<file path="src/rtl/nlrp_pkg.sv">
`timescale 1ns / 1ps

package nlrp_pkg;

  // Default longest name string accepted in a tuple.
  localparam int unsigned NameMaxDefault = 31;

  // Entries in the queue between the parser and the output side.
  localparam int unsigned QueueDepth = 2;

  // High nibble of the function byte that marks a lookup reply.
  localparam logic [3:0] FuncLookupReply = 4'd3;

  // Largest entity count; the count saturates here.
  localparam logic [7:0] EntityCountMax = 8'hFF;

  // Register indexes on the configuration port (byte address 4 * index).
  localparam logic [1:0] RegExpectedProtocol = 2'd0;
  localparam logic [1:0] RegExpectedId       = 2'd1;
  localparam logic [1:0] RegMaxEntities      = 2'd2;

  localparam logic [7:0] ExpectedProtocolReset = 8'd2;
  localparam logic [7:0] ExpectedIdReset       = 8'd0;
  localparam logic [7:0] MaxEntitiesReset      = 8'd255;

  typedef enum logic [2:0] {
    KIND_OBJECT  = 3'd0,
    KIND_TYPE    = 3'd1,
    KIND_ZONE    = 3'd2,
    KIND_DONE    = 3'd3,
    KIND_DISCARD = 3'd4
  } kind_e;

  typedef enum logic [1:0] {
    HDR_PROTOCOL = 2'd0,
    HDR_FUNCTION = 2'd1,
    HDR_ID       = 2'd2,
    HDR_BODY     = 2'd3
  } hdr_e;

  typedef enum logic [3:0] {
    FS_NET_HI    = 4'd0,
    FS_NET_LO    = 4'd1,
    FS_NODE      = 4'd2,
    FS_SOCKET    = 4'd3,
    FS_ENUM      = 4'd4,
    FS_OBJ_LEN   = 4'd5,
    FS_OBJ_CHAR  = 4'd6,
    FS_TYPE_LEN  = 4'd7,
    FS_TYPE_CHAR = 4'd8,
    FS_ZONE_LEN  = 4'd9,
    FS_ZONE_CHAR = 4'd10
  } field_e;

  typedef struct packed {
    logic [7:0] expected_protocol;
    logic [7:0] expected_id;
    logic [7:0] max_entities;
  } cfg_t;

  typedef struct packed {
    kind_e       kind;
    logic [7:0]  char_value;
    logic [4:0]  char_index;
    logic [15:0] network;
    logic [7:0]  node;
    logic [7:0]  socket_number;
    logic [7:0]  entity_number;
    logic        discard;
  } result_t;

endpackage

</file>
<file path="src/rtl/nlrp_parser.sv">
`timescale 1ns / 1ps

module nlrp_parser #(
  parameter int unsigned NameMax = nlrp_pkg::NameMaxDefault
) (
  input  logic              clk_i,
  input  logic              rst_ni,
  input  logic              byte_fire_i,
  input  logic              command_i,
  input  logic [7:0]        data_byte_i,
  input  logic              last_byte_i,
  input  nlrp_pkg::cfg_t    cfg_i,
  output logic              res_valid_o,
  output nlrp_pkg::result_t res_o
);

  localparam int unsigned LenW = $clog2(NameMax + 1);
  localparam logic [7:0] NameLimit = 8'(NameMax);

  nlrp_pkg::hdr_e   hdr_q, hdr_d;
  nlrp_pkg::field_e fs_q, fs_d;
  logic             acc_q, acc_d;
  logic             stop_q, stop_d;
  logic [3:0]       tuples_q, tuples_d;
  logic [LenW-1:0]  str_left_q, str_left_d;
  logic [LenW-1:0]  char_pos_q, char_pos_d;
  logic [15:0]      net_q, net_d;
  logic [7:0]       node_q, node_d;
  logic [7:0]       sock_q, sock_d;
  logic [7:0]       ent_q, ent_d;

  always_ff @(posedge clk_i or negedge rst_ni) begin
    if (!rst_ni) begin
      hdr_q      <= nlrp_pkg::HDR_PROTOCOL;
      fs_q       <= nlrp_pkg::FS_NET_HI;
      acc_q      <= 1'b0;
      stop_q     <= 1'b0;
      tuples_q   <= '0;
      str_left_q <= '0;
      char_pos_q <= '0;
      net_q      <= '0;
      node_q     <= '0;
      sock_q     <= '0;
      ent_q      <= '0;
    end else begin
      hdr_q      <= hdr_d;
      fs_q       <= fs_d;
      acc_q      <= acc_d;
      stop_q     <= stop_d;
      tuples_q   <= tuples_d;
      str_left_q <= str_left_d;
      char_pos_q <= char_pos_d;
      net_q      <= net_d;
      node_q     <= node_d;
      sock_q     <= sock_d;
      ent_q      <= ent_d;
    end
  end

  always_comb begin
    logic clear_tuple;
    logic finish;
    hdr_d       = hdr_q;
    fs_d        = fs_q;
    acc_d       = acc_q;
    stop_d      = stop_q;
    tuples_d    = tuples_q;
    str_left_d  = str_left_q;
    char_pos_d  = char_pos_q;
    net_d       = net_q;
    node_d      = node_q;
    sock_d      = sock_q;
    ent_d       = ent_q;
    clear_tuple = 1'b0;
    finish      = 1'b0;
    res_valid_o = 1'b0;
    res_o.kind          = nlrp_pkg::KIND_OBJECT;
    res_o.char_value    = data_byte_i;
    res_o.char_index    = 5'(char_pos_q);
    res_o.network       = net_q;
    res_o.node          = node_q;
    res_o.socket_number = sock_q;
    res_o.entity_number = ent_q;
    res_o.discard       = 1'b0;

    if (byte_fire_i && command_i) begin
      hdr_d       = nlrp_pkg::HDR_PROTOCOL;
      acc_d       = 1'b0;
      stop_d      = 1'b0;
      tuples_d    = '0;
      ent_d       = '0;
      clear_tuple = 1'b1;
    end else if (byte_fire_i) begin
      if (!stop_q && !acc_q) begin
        unique case (hdr_q)
          nlrp_pkg::HDR_PROTOCOL: begin
            if (data_byte_i != cfg_i.expected_protocol || ent_q >= cfg_i.max_entities) begin
              stop_d = 1'b1;
            end else begin
              hdr_d = nlrp_pkg::HDR_FUNCTION;
            end
          end
          nlrp_pkg::HDR_FUNCTION: begin
            if (data_byte_i[7:4] != nlrp_pkg::FuncLookupReply) begin
              stop_d = 1'b1;
            end else begin
              tuples_d = data_byte_i[3:0];
              hdr_d    = nlrp_pkg::HDR_ID;
            end
          end
          default: begin
            if (data_byte_i != cfg_i.expected_id) begin
              stop_d = 1'b1;
            end else begin
              acc_d = 1'b1;
              hdr_d = nlrp_pkg::HDR_BODY;
            end
          end
        endcase
      end else if (!stop_q) begin
        if (fs_q == nlrp_pkg::FS_NET_HI &&
            (tuples_q == '0 || ent_q >= cfg_i.max_entities)) begin
          stop_d = 1'b1;
        end else begin
          unique case (fs_q) inside
            nlrp_pkg::FS_NET_HI: begin
              net_d = {data_byte_i, 8'h00};
              fs_d  = nlrp_pkg::FS_NET_LO;
            end
            nlrp_pkg::FS_NET_LO: begin
              net_d = {net_q[15:8], data_byte_i};
              fs_d  = nlrp_pkg::FS_NODE;
            end
            nlrp_pkg::FS_NODE: begin
              node_d = data_byte_i;
              fs_d   = nlrp_pkg::FS_SOCKET;
            end
            nlrp_pkg::FS_SOCKET: begin
              sock_d = data_byte_i;
              fs_d   = nlrp_pkg::FS_ENUM;
            end
            nlrp_pkg::FS_ENUM: begin
              fs_d = nlrp_pkg::FS_OBJ_LEN;
            end
            nlrp_pkg::FS_OBJ_LEN, nlrp_pkg::FS_TYPE_LEN, nlrp_pkg::FS_ZONE_LEN: begin
              if (data_byte_i > NameLimit) begin
                res_valid_o      = 1'b1;
                res_o.kind       = nlrp_pkg::KIND_DISCARD;
                res_o.char_value = '0;
                res_o.char_index = '0;
                res_o.discard    = 1'b1;
                stop_d           = 1'b1;
                clear_tuple      = 1'b1;
              end else begin
                str_left_d = LenW'(data_byte_i);
                char_pos_d = '0;
                if (data_byte_i == '0) begin
                  if (fs_q == nlrp_pkg::FS_ZONE_LEN) begin
                    res_valid_o      = 1'b1;
                    res_o.kind       = nlrp_pkg::KIND_DONE;
                    res_o.char_value = '0;
                    res_o.char_index = '0;
                    finish           = 1'b1;
                  end else begin
                    fs_d = nlrp_pkg::field_e'(fs_q + 4'd2);
                  end
                end else begin
                  fs_d = nlrp_pkg::field_e'(fs_q + 4'd1);
                end
              end
            end
            nlrp_pkg::FS_OBJ_CHAR, nlrp_pkg::FS_TYPE_CHAR, nlrp_pkg::FS_ZONE_CHAR: begin
              res_valid_o = 1'b1;
              char_pos_d  = char_pos_q + LenW'(1);
              str_left_d  = str_left_q - LenW'(1);
              if (fs_q == nlrp_pkg::FS_OBJ_CHAR) begin
                res_o.kind = nlrp_pkg::KIND_OBJECT;
              end else if (fs_q == nlrp_pkg::FS_TYPE_CHAR) begin
                res_o.kind = nlrp_pkg::KIND_TYPE;
              end else begin
                res_o.kind = nlrp_pkg::KIND_ZONE;
              end
              if (str_left_q == LenW'(1)) begin
                if (fs_q == nlrp_pkg::FS_ZONE_CHAR) begin
                  res_o.kind       = nlrp_pkg::KIND_DONE;
                  res_o.char_index = 5'(char_pos_d);
                  finish           = 1'b1;
                end else begin
                  fs_d = nlrp_pkg::field_e'(fs_q + 4'd1);
                end
              end
            end
            default: begin
              stop_d      = 1'b1;
              clear_tuple = 1'b1;
            end
          endcase
        end
      end

      if (finish) begin
        if (ent_q < nlrp_pkg::EntityCountMax) begin
          ent_d = ent_q + 8'd1;
        end
        if (tuples_q != '0) begin
          tuples_d = tuples_q - 4'd1;
        end
        clear_tuple = 1'b1;
      end

      // The last byte of a packet ends it; a tuple still open is reported as discarded,
      // showing whatever address fields it had gathered so far.
      if (last_byte_i) begin
        if (acc_d && !stop_d && !clear_tuple && fs_d != nlrp_pkg::FS_NET_HI) begin
          res_valid_o      = 1'b1;
          res_o.kind       = nlrp_pkg::KIND_DISCARD;
          res_o.char_value = '0;
          res_o.char_index = '0;
          res_o.network    = net_d;
          res_o.node       = node_d;
          res_o.socket_number = sock_d;
          res_o.discard    = 1'b1;
        end
        hdr_d       = nlrp_pkg::HDR_PROTOCOL;
        acc_d       = 1'b0;
        stop_d      = 1'b0;
        tuples_d    = '0;
        clear_tuple = 1'b1;
      end
    end

    if (clear_tuple) begin
      fs_d       = nlrp_pkg::FS_NET_HI;
      str_left_d = '0;
      char_pos_d = '0;
      net_d      = '0;
      node_d     = '0;
      sock_d     = '0;
    end
  end

endmodule

</file>
<file path="src/rtl/nlrp_fifo.sv">
`timescale 1ns / 1ps

module nlrp_fifo #(
  parameter int unsigned Width = 8,
  parameter int unsigned Depth = nlrp_pkg::QueueDepth
) (
  input  logic             clk_i,
  input  logic             rst_ni,
  input  logic             push_i,
  input  logic [Width-1:0] push_data_i,
  output logic             full_o,
  output logic             pop_valid_o,
  input  logic             pop_ready_i,
  output logic [Width-1:0] pop_data_o
);

  localparam int unsigned PtrW = (Depth > 1) ? $clog2(Depth) : 1;
  localparam int unsigned CntW = $clog2(Depth + 1);

  logic [Width-1:0] mem_q [Depth];
  logic [PtrW-1:0]  wr_ptr_q, rd_ptr_q;
  logic [CntW-1:0]  count_q;
  logic             pop;

  assign full_o      = (count_q == CntW'(Depth));
  assign pop_valid_o = (count_q != '0);
  assign pop         = pop_valid_o && pop_ready_i;
  assign pop_data_o  = mem_q[rd_ptr_q];

  function automatic logic [PtrW-1:0] next_ptr(input logic [PtrW-1:0] ptr);
    return (ptr == PtrW'(Depth - 1)) ? '0 : ptr + PtrW'(1);
  endfunction

  always_ff @(posedge clk_i) begin
    if (push_i) begin
      mem_q[wr_ptr_q] <= push_data_i;
    end
  end

  always_ff @(posedge clk_i or negedge rst_ni) begin
    if (!rst_ni) begin
      wr_ptr_q <= '0;
      rd_ptr_q <= '0;
      count_q  <= '0;
    end else begin
      if (push_i) begin
        wr_ptr_q <= next_ptr(wr_ptr_q);
      end
      if (pop) begin
        rd_ptr_q <= next_ptr(rd_ptr_q);
      end
      if (push_i && !pop) begin
        count_q <= count_q + CntW'(1);
      end else if (pop && !push_i) begin
        count_q <= count_q - CntW'(1);
      end
    end
  end

endmodule

</file>
<file path="src/rtl/nbp_lookup_reply_parser.sv">
`timescale 1ns / 1ps

// Lookup-reply parser for the name-binding protocol.
// The input channel carries one payload byte per transfer, with last_byte_i marking the
// final byte of a packet; command_i set instead starts a new lookup, clearing the parser
// and the entity count without producing a result. The parser checks the three-byte
// header against the configured protocol and request id and then walks each tuple,
// emitting one result transfer per name character and one per discarded entity; the final
// zone character, or an empty zone length, is reported as the entity's completion. Bytes
// that produce no result simply update the parser. Throughput is one byte per cycle while
// the result queue has room: each byte is handled by a single pass through the field-step
// logic of the front parser. Each result is written into a two-entry queue when its byte
// is accepted and leaves from the queue head, so the parser keeps taking bytes while a
// result waits; when a receiver stall fills the queue, in_ready_o drops until one drains.
// Configuration registers sit on the APB port at byte addresses 0 (expected protocol),
// 4 (expected id) and 8 (entity limit); write them only while no byte is in flight.
// Reset returns the registers to their defaults, empties the queue and clears the parser.
module nbp_lookup_reply_parser #(
  parameter int unsigned NameMax = nlrp_pkg::NameMaxDefault
) (
  input  logic        clk_i,
  input  logic        rst_ni,

  input  logic        psel,
  input  logic        penable,
  input  logic        pwrite,
  input  logic [3:0]  paddr,
  input  logic [31:0] pwdata,
  output logic [31:0] prdata,
  output logic        pready,

  input  logic        in_valid_i,
  output logic        in_ready_o,
  input  logic        command_i,
  input  logic [7:0]  data_byte_i,
  input  logic        last_byte_i,

  output logic        out_valid_o,
  input  logic        out_ready_i,
  output logic [2:0]  kind_o,
  output logic [7:0]  char_value_o,
  output logic [4:0]  char_index_o,
  output logic [15:0] network_o,
  output logic [7:0]  node_o,
  output logic [7:0]  socket_number_o,
  output logic [7:0]  entity_number_o,
  output logic        discard_o
);

  localparam int unsigned ResW = $bits(nlrp_pkg::result_t);

  nlrp_pkg::cfg_t    cfg_q;
  nlrp_pkg::result_t res, head;
  logic              res_valid;
  logic              queue_full;
  logic              byte_fire;
  logic [1:0]        reg_index;
  logic [ResW-1:0]   head_bits;

  // Configuration registers.
  assign pready    = 1'b1;
  assign reg_index = paddr[3:2];

  always_ff @(posedge clk_i or negedge rst_ni) begin
    if (!rst_ni) begin
      cfg_q.expected_protocol <= nlrp_pkg::ExpectedProtocolReset;
      cfg_q.expected_id       <= nlrp_pkg::ExpectedIdReset;
      cfg_q.max_entities      <= nlrp_pkg::MaxEntitiesReset;
    end else if (psel && penable && pwrite) begin
      unique case (reg_index)
        nlrp_pkg::RegExpectedProtocol: cfg_q.expected_protocol <= pwdata[7:0];
        nlrp_pkg::RegExpectedId:       cfg_q.expected_id       <= pwdata[7:0];
        nlrp_pkg::RegMaxEntities:      cfg_q.max_entities      <= pwdata[7:0];
        default: ;
      endcase
    end
  end

  always_comb begin
    unique case (reg_index)
      nlrp_pkg::RegExpectedProtocol: prdata = {24'h0, cfg_q.expected_protocol};
      nlrp_pkg::RegExpectedId:       prdata = {24'h0, cfg_q.expected_id};
      nlrp_pkg::RegMaxEntities:      prdata = {24'h0, cfg_q.max_entities};
      default:                       prdata = '0;
    endcase
  end

  // Front: the byte parser. It takes a byte whenever the queue has room.
  assign in_ready_o = !queue_full;
  assign byte_fire  = in_valid_i && in_ready_o;

  nlrp_parser #(
    .NameMax(NameMax)
  ) u_parser (
    .clk_i       (clk_i),
    .rst_ni      (rst_ni),
    .byte_fire_i (byte_fire),
    .command_i   (command_i),
    .data_byte_i (data_byte_i),
    .last_byte_i (last_byte_i),
    .cfg_i       (cfg_q),
    .res_valid_o (res_valid),
    .res_o       (res)
  );

  // Back: the result queue, whose head drives the output channel.
  nlrp_fifo #(
    .Width(ResW),
    .Depth(nlrp_pkg::QueueDepth)
  ) u_queue (
    .clk_i       (clk_i),
    .rst_ni      (rst_ni),
    .push_i      (res_valid),
    .push_data_i (res),
    .full_o      (queue_full),
    .pop_valid_o (out_valid_o),
    .pop_ready_i (out_ready_i),
    .pop_data_o  (head_bits)
  );

  assign head            = nlrp_pkg::result_t'(head_bits);
  assign kind_o          = head.kind;
  assign char_value_o    = head.char_value;
  assign char_index_o    = head.char_index;
  assign network_o       = head.network;
  assign node_o          = head.node;
  assign socket_number_o = head.socket_number;
  assign entity_number_o = head.entity_number;
  assign discard_o       = head.discard;

endmodule

</file>
<file path="config.mk">
export PLATFORM = sky130hd
export DESIGN_NAME = nbp_lookup_reply_parser
export DESIGN_NICKNAME = d
export VERILOG_FILES = /design/src/rtl/nlrp_pkg.sv /design/src/rtl/nlrp_parser.sv /design/src/rtl/nlrp_fifo.sv /design/src/rtl/nbp_lookup_reply_parser.sv
export SDC_FILE = /design/constraint.sdc
export NUM_CORES = 1
export LEC_CHECK = 0
export ABC_AREA = 1
export BUFFER_PORTS_ARGS = -buffer_cell sky130_fd_sc_hd__buf_4
export CORE_MARGIN = 3
export CORE_UTILIZATION = 50
export CTS_BUF_LIST = sky130_fd_sc_hd__clkbuf_8
export CTS_CLUSTER_DIAMETER = 80
export CTS_CLUSTER_SIZE = 30
export DETAILED_ROUTE_END_ITERATION = 16
export GPL_ROUTABILITY_DRIVEN = 0
export PLACE_DENSITY = 0.74
export SYNTH_ARGS = -nofsm -noshare
export SYNTH_HDL_FRONTEND = slang
export SYNTH_SLANG_ARGS = --single-unit
</file>
<file path="constraint.sdc">
create_clock -name clk_i -period 3.96 [get_ports clk_i]
set_input_delay 0.594 -clock clk_i [delete_from_list [all_inputs] [get_ports clk_i]]
set_output_delay 0.594 -clock clk_i [all_outputs]
set_load 0.05 [all_outputs]
</file>
==> run summary <==
Entering global routing, the biggest net connects 70 pins. Startpoint class of the critical path: a flop. The flow ran to the end, and the final reports show no timing, DRC or antenna violations. The logs give 0.54 ns for the worst reg-to-reg setup slack and 0 for the Yosys warning count. The final-report max-slew violation count was 0; the final-report setup violation count was 0. Across the run, the number of max-cap violations was 0. 0 antenna diodes ended up in the layout. The number of I/O port buffers is 93. The synthesized design contains 204 register bits.

The first global-routing pass estimated 38.4 mm of wire. The die covers 22600 um^2. The worst path in the final design needs a cycle of 3.42 ns, including I/O delays and setup.

The element type at the critical path end was a flop. The critical path is of the reg2reg type. Global routing used 21.2% of the available tracks across all layers. The number of buffers and inverters on the critical path is 2. The detail route stage leaves a number of antenna-violating nets equal to 0. Main combinational cell family by area after synthesis: simple AND/OR/NAND/NOR gates. Number of hold violations in the final report: 0. In the synthesized netlist the dominant register cell turns out to be sky130_fd_sc_hd__edfxtp_1. At the worst endpoint, the arrival time is 3.75 ns. A synthesized cell averages 8.81 um^2.

The worst-case IR drop observed on VDD is 0.333 mV. Of the total power, the clock network draws 15.4%. After synthesis the cells add up to 10400 um^2. The number of cell rows was 52.

The signal on the critical path passes through inv_1 -> ha_1 -> nand3_1 -> nand3_4 -> nor2_4 -> nand2_1 -> nand3_1 -> nand2_1 -> o21ai_1 -> nand3_2 -> nand3_4 -> buf_4 -> nand2_4 -> nor2_1. Before antenna repair, the detailed router went through 5 iterations. After detailed routing, the total wire length is 24.1 mm.

Of the total synthesized cell area, the portion taken by AND, OR, NAND and NOR gates is 22.1%. The floorplan step defined a core boundary enclosing 20400 um^2. The synthesized netlist devotes 1.93% of its cell area to XOR and XNOR gates. The maximum clock insertion buffer count was 3. The initial core utilization was 51.3%. OpenSTA, run right after detailed placement, puts the worst setup slack at 0.646 ns. The completed layout was analyzed and its total power is 0.00611 W. The root buffer cell chosen for the clock tree is sky130_fd_sc_hd__clkbuf_8. The clock sink count came out at 204.

The layout has 1841 filler cells. Post-synthesis mux area share: 0%. The internal power of the cells totals 0.00333 W. Clock latency on the worst-skew pair, taken at its later pin, is 0.52 ns.

Of the cells placed in the final design, the portion with a size suffix greater than 1 is 13.8%. Die outline height: 150 um. The via count came out at 8103. The initial antenna violation count was 0; the area share of the largest cell type after synthesis was 32.8%. Period utilization: 86.3%. Hold repair after CTS inserted 0 buffers. Summing the areas of all compound-gate instances in the mapped netlist gives 11.4% of the synthesized area. Setup repair after global routing left no endpoint under its margin. Compared with the post-synthesis result, the final layout area differs by 10.1%. The post-layout net count is 1333, and the proportion of synthesized flip-flops having asynchronous set or reset is 44.1%. Summing the sequential cell areas from Yosys gives 54.5% of the chip area. The worst path meets setup with 0.543 ns of slack. The logs give 51 for the count of different cell masters after synthesis and 0 ns for the aggregate negative setup slack.

The logs give 0 for the number of setup buffers added after CTS and 44.7% for the fraction of power consumed by combinational cells. TritonCTS built the clock tree. Based on the critical path, the design can be clocked at up to 293 MHz. The worst hold path belongs to the class in2async.

On the worst path, the slowest cell contributes a delay of 0.54 ns. The clock arrives with 0.0401 ns of skew. In the final routed layout, each cell accounts on average for 15.7 um. The cell total after placement is 1518, and the top fanout value on the critical path is 69. At the pin with the least slew margin, the transition time is 0.664 ns.

The die extent in x came out at 150 um. The finished layout holds 1535 standard cells, fillers aside. Via count of the first global-routing pass: 7610.

For this block, the initial DRC count from the detailed router was 595. After technology mapping, the gate count stands at 1185. The clock transition at the registers of the reported paths is 0.17 ns. In this run the tightest slew margin relative to its limit is 55.7%. By area the synthesized netlist is led by sky130_fd_sc_hd__edfxtp_1, sky130_fd_sc_hd__dfrtp_1, sky130_fd_sc_hd__nand2_1. Of the total power, the share spent switching nets is 45.5%. Slowest cell on the critical path: sky130_fd_sc_hd__buf_4.

Data on the critical path is required at its endpoint by 4.29 ns. sky130_fd_sc_hd__edfxtp_1 takes more of the synthesized area than any other cell. After Yosys synthesis, full adders, half adders and majority gates account for 2.28% of the synthesized area. The static leakage was 5.02 nW; the total clock buffers created by CTS was 11. The quantity of gates resized following cts was 0; the mean number of vias per cell was 5.28. In this run, flip-flops and latches consume 39.9% of the power. The number of H-tree levels is 1, and the post-DP HPWL is 16.7 mm. For the total global routing overflow, the log shows 0. The number of enable flip-flop cells after synthesis is 114, and the power density normalized to cell area is 532 nW/um^2. The cell family contributing the most delay on the critical path is simple AND/OR/NAND/NOR gates. The logs give 0.00278 W for the switching component of the power and 145 for the number of I/O pins.

The DRC violation count after routing was 0.
## final timing paths
path / startpoint / to / cells after the start
worst max-delay path: u_parser.fs_q[0] / u_queue.mem_q[1][46] / 14
worst min-delay path: rst_ni / u_parser.sock_q[7] / 1
worst max register to register: u_parser.fs_q[0] / u_queue.mem_q[1][46] / 14
worst min register to register: cfg_q[6] / cfg_q[6] / 2
max in group asynchronous: rst_ni / cfg_q[7] / 2
min in group clk_i: pwdata[5] / cfg_q[5] / 3
## power groups by stage
| stage | sequential, W | clock [W] | combinational (W) |
|---|---|---|---|
| 3_5_place_dp | 0.00248 | 0 | 0.00275 |
| 5_1_grt | 0.00245 | 0.00104 | 0.00294 |
| 3_3_place_gp | 0.00247 | 0 | 0.00273 |
| 4_1_cts | 0.00244 | 0.000973 | 0.00275 |
| 6_report | 0.00244 | 0.000943 | 0.00273 |
| 2_1_floorplan | 0.00244 | 0 | 0.00201 |
## cell families after synthesis
group | Yosys count
adders and majority gates | 19
buffers and inverters | 176
other | 2
and+or+nand+nor | 555
DFF | 204
AOI/OAI and AO/OA | 206
xor gates and xnor gates | 23
## layout by cell type, fill, tap and decap left out, types with 11 or more instances in the layout
master                     instances
sky130_fd_sc_hd__ha_1             19
sky130_fd_sc_hd__edfxtp_1        114
sky130_fd_sc_hd__nand3_1          34
sky130_fd_sc_hd__clkbuf_8         11
sky130_fd_sc_hd__nand2_1         416
sky130_fd_sc_hd__nor2_1           62
sky130_fd_sc_hd__inv_2            11
sky130_fd_sc_hd__conb_1           25
sky130_fd_sc_hd__buf_4           107
sky130_fd_sc_hd__inv_1            96
sky130_fd_sc_hd__xnor2_1          13
sky130_fd_sc_hd__dfrtp_1          81
sky130_fd_sc_hd__o21ai_1          34
sky130_fd_sc_hd__a21oi_1          12
sky130_fd_sc_hd__a22oi_1          13
sky130_fd_sc_hd__o21ai_0         102
## synthesized netlist by cell type, drive strengths merged (8+ instances only)
cell	count
dfrtp	81
clkbuf	20
inv	106
ha	19
nand3	40
edfxtp	114
o21ai	138
buf	48
xor2	10
a22oi	13
a21oi	12
nand2	423
xnor2	13
a22o	8
nor2	74
o211ai	9
dfstp	9
## layer usage
layer	global-route usage, %	part of all wire (%)	vias to the layer above
met4	6.27	2.3	0
met5	0	0	-
met1	28.4	43	3786
met2	35.3	48	270
li1	-	-	4002
met3	4.09	7.5	45
## state kept, by name, summed over array words and instances (netlist names)
signal,cells
u_parser.sock_q,8
u_queue.count_q,2
u_parser.ent_q,8
u_parser.hdr_q,2
u_parser.stop_q,1
u_queue.wr_ptr_q,1
cfg_q,24
u_parser.char_pos_q,5
u_parser.fs_q,4
u_parser.str_left_q,5
u_parser.net_q,16
u_parser.node_q,8
u_parser.tuples_q,4
u_parser.acc_q,1
u_queue.rd_ptr_q,1
u_queue.mem_q,114
## stage by stage
step	util (%)	cell area, um^2	hold WS [ns]
2_1_floorplan	-	10500	0.298
3_3_place_gp	55.4	11300	0.479
3_5_place_dp	55.4	11300	0.486
4_1_cts	56.4	11500	0.0574
5_1_grt	56.4	11500	0.0633
6_report	56.4	11500	0.0462
## cell type report
type | instances | area [um^2] | area share (%)
clock buffers | 11 | 151 | 1.32
well taps | 270 | 338 | 2.94
multi-input cells | 828 | 4030 | 35.1
inverters | 108 | 408 | 3.55
clock inverters | 6 | 48.8 | 0.425
repair buffers | 108 | 823 | 7.17
flip-flops and latches | 204 | 5690 | 49.5
Note: power is estimated with default switching activity, not from simulation.
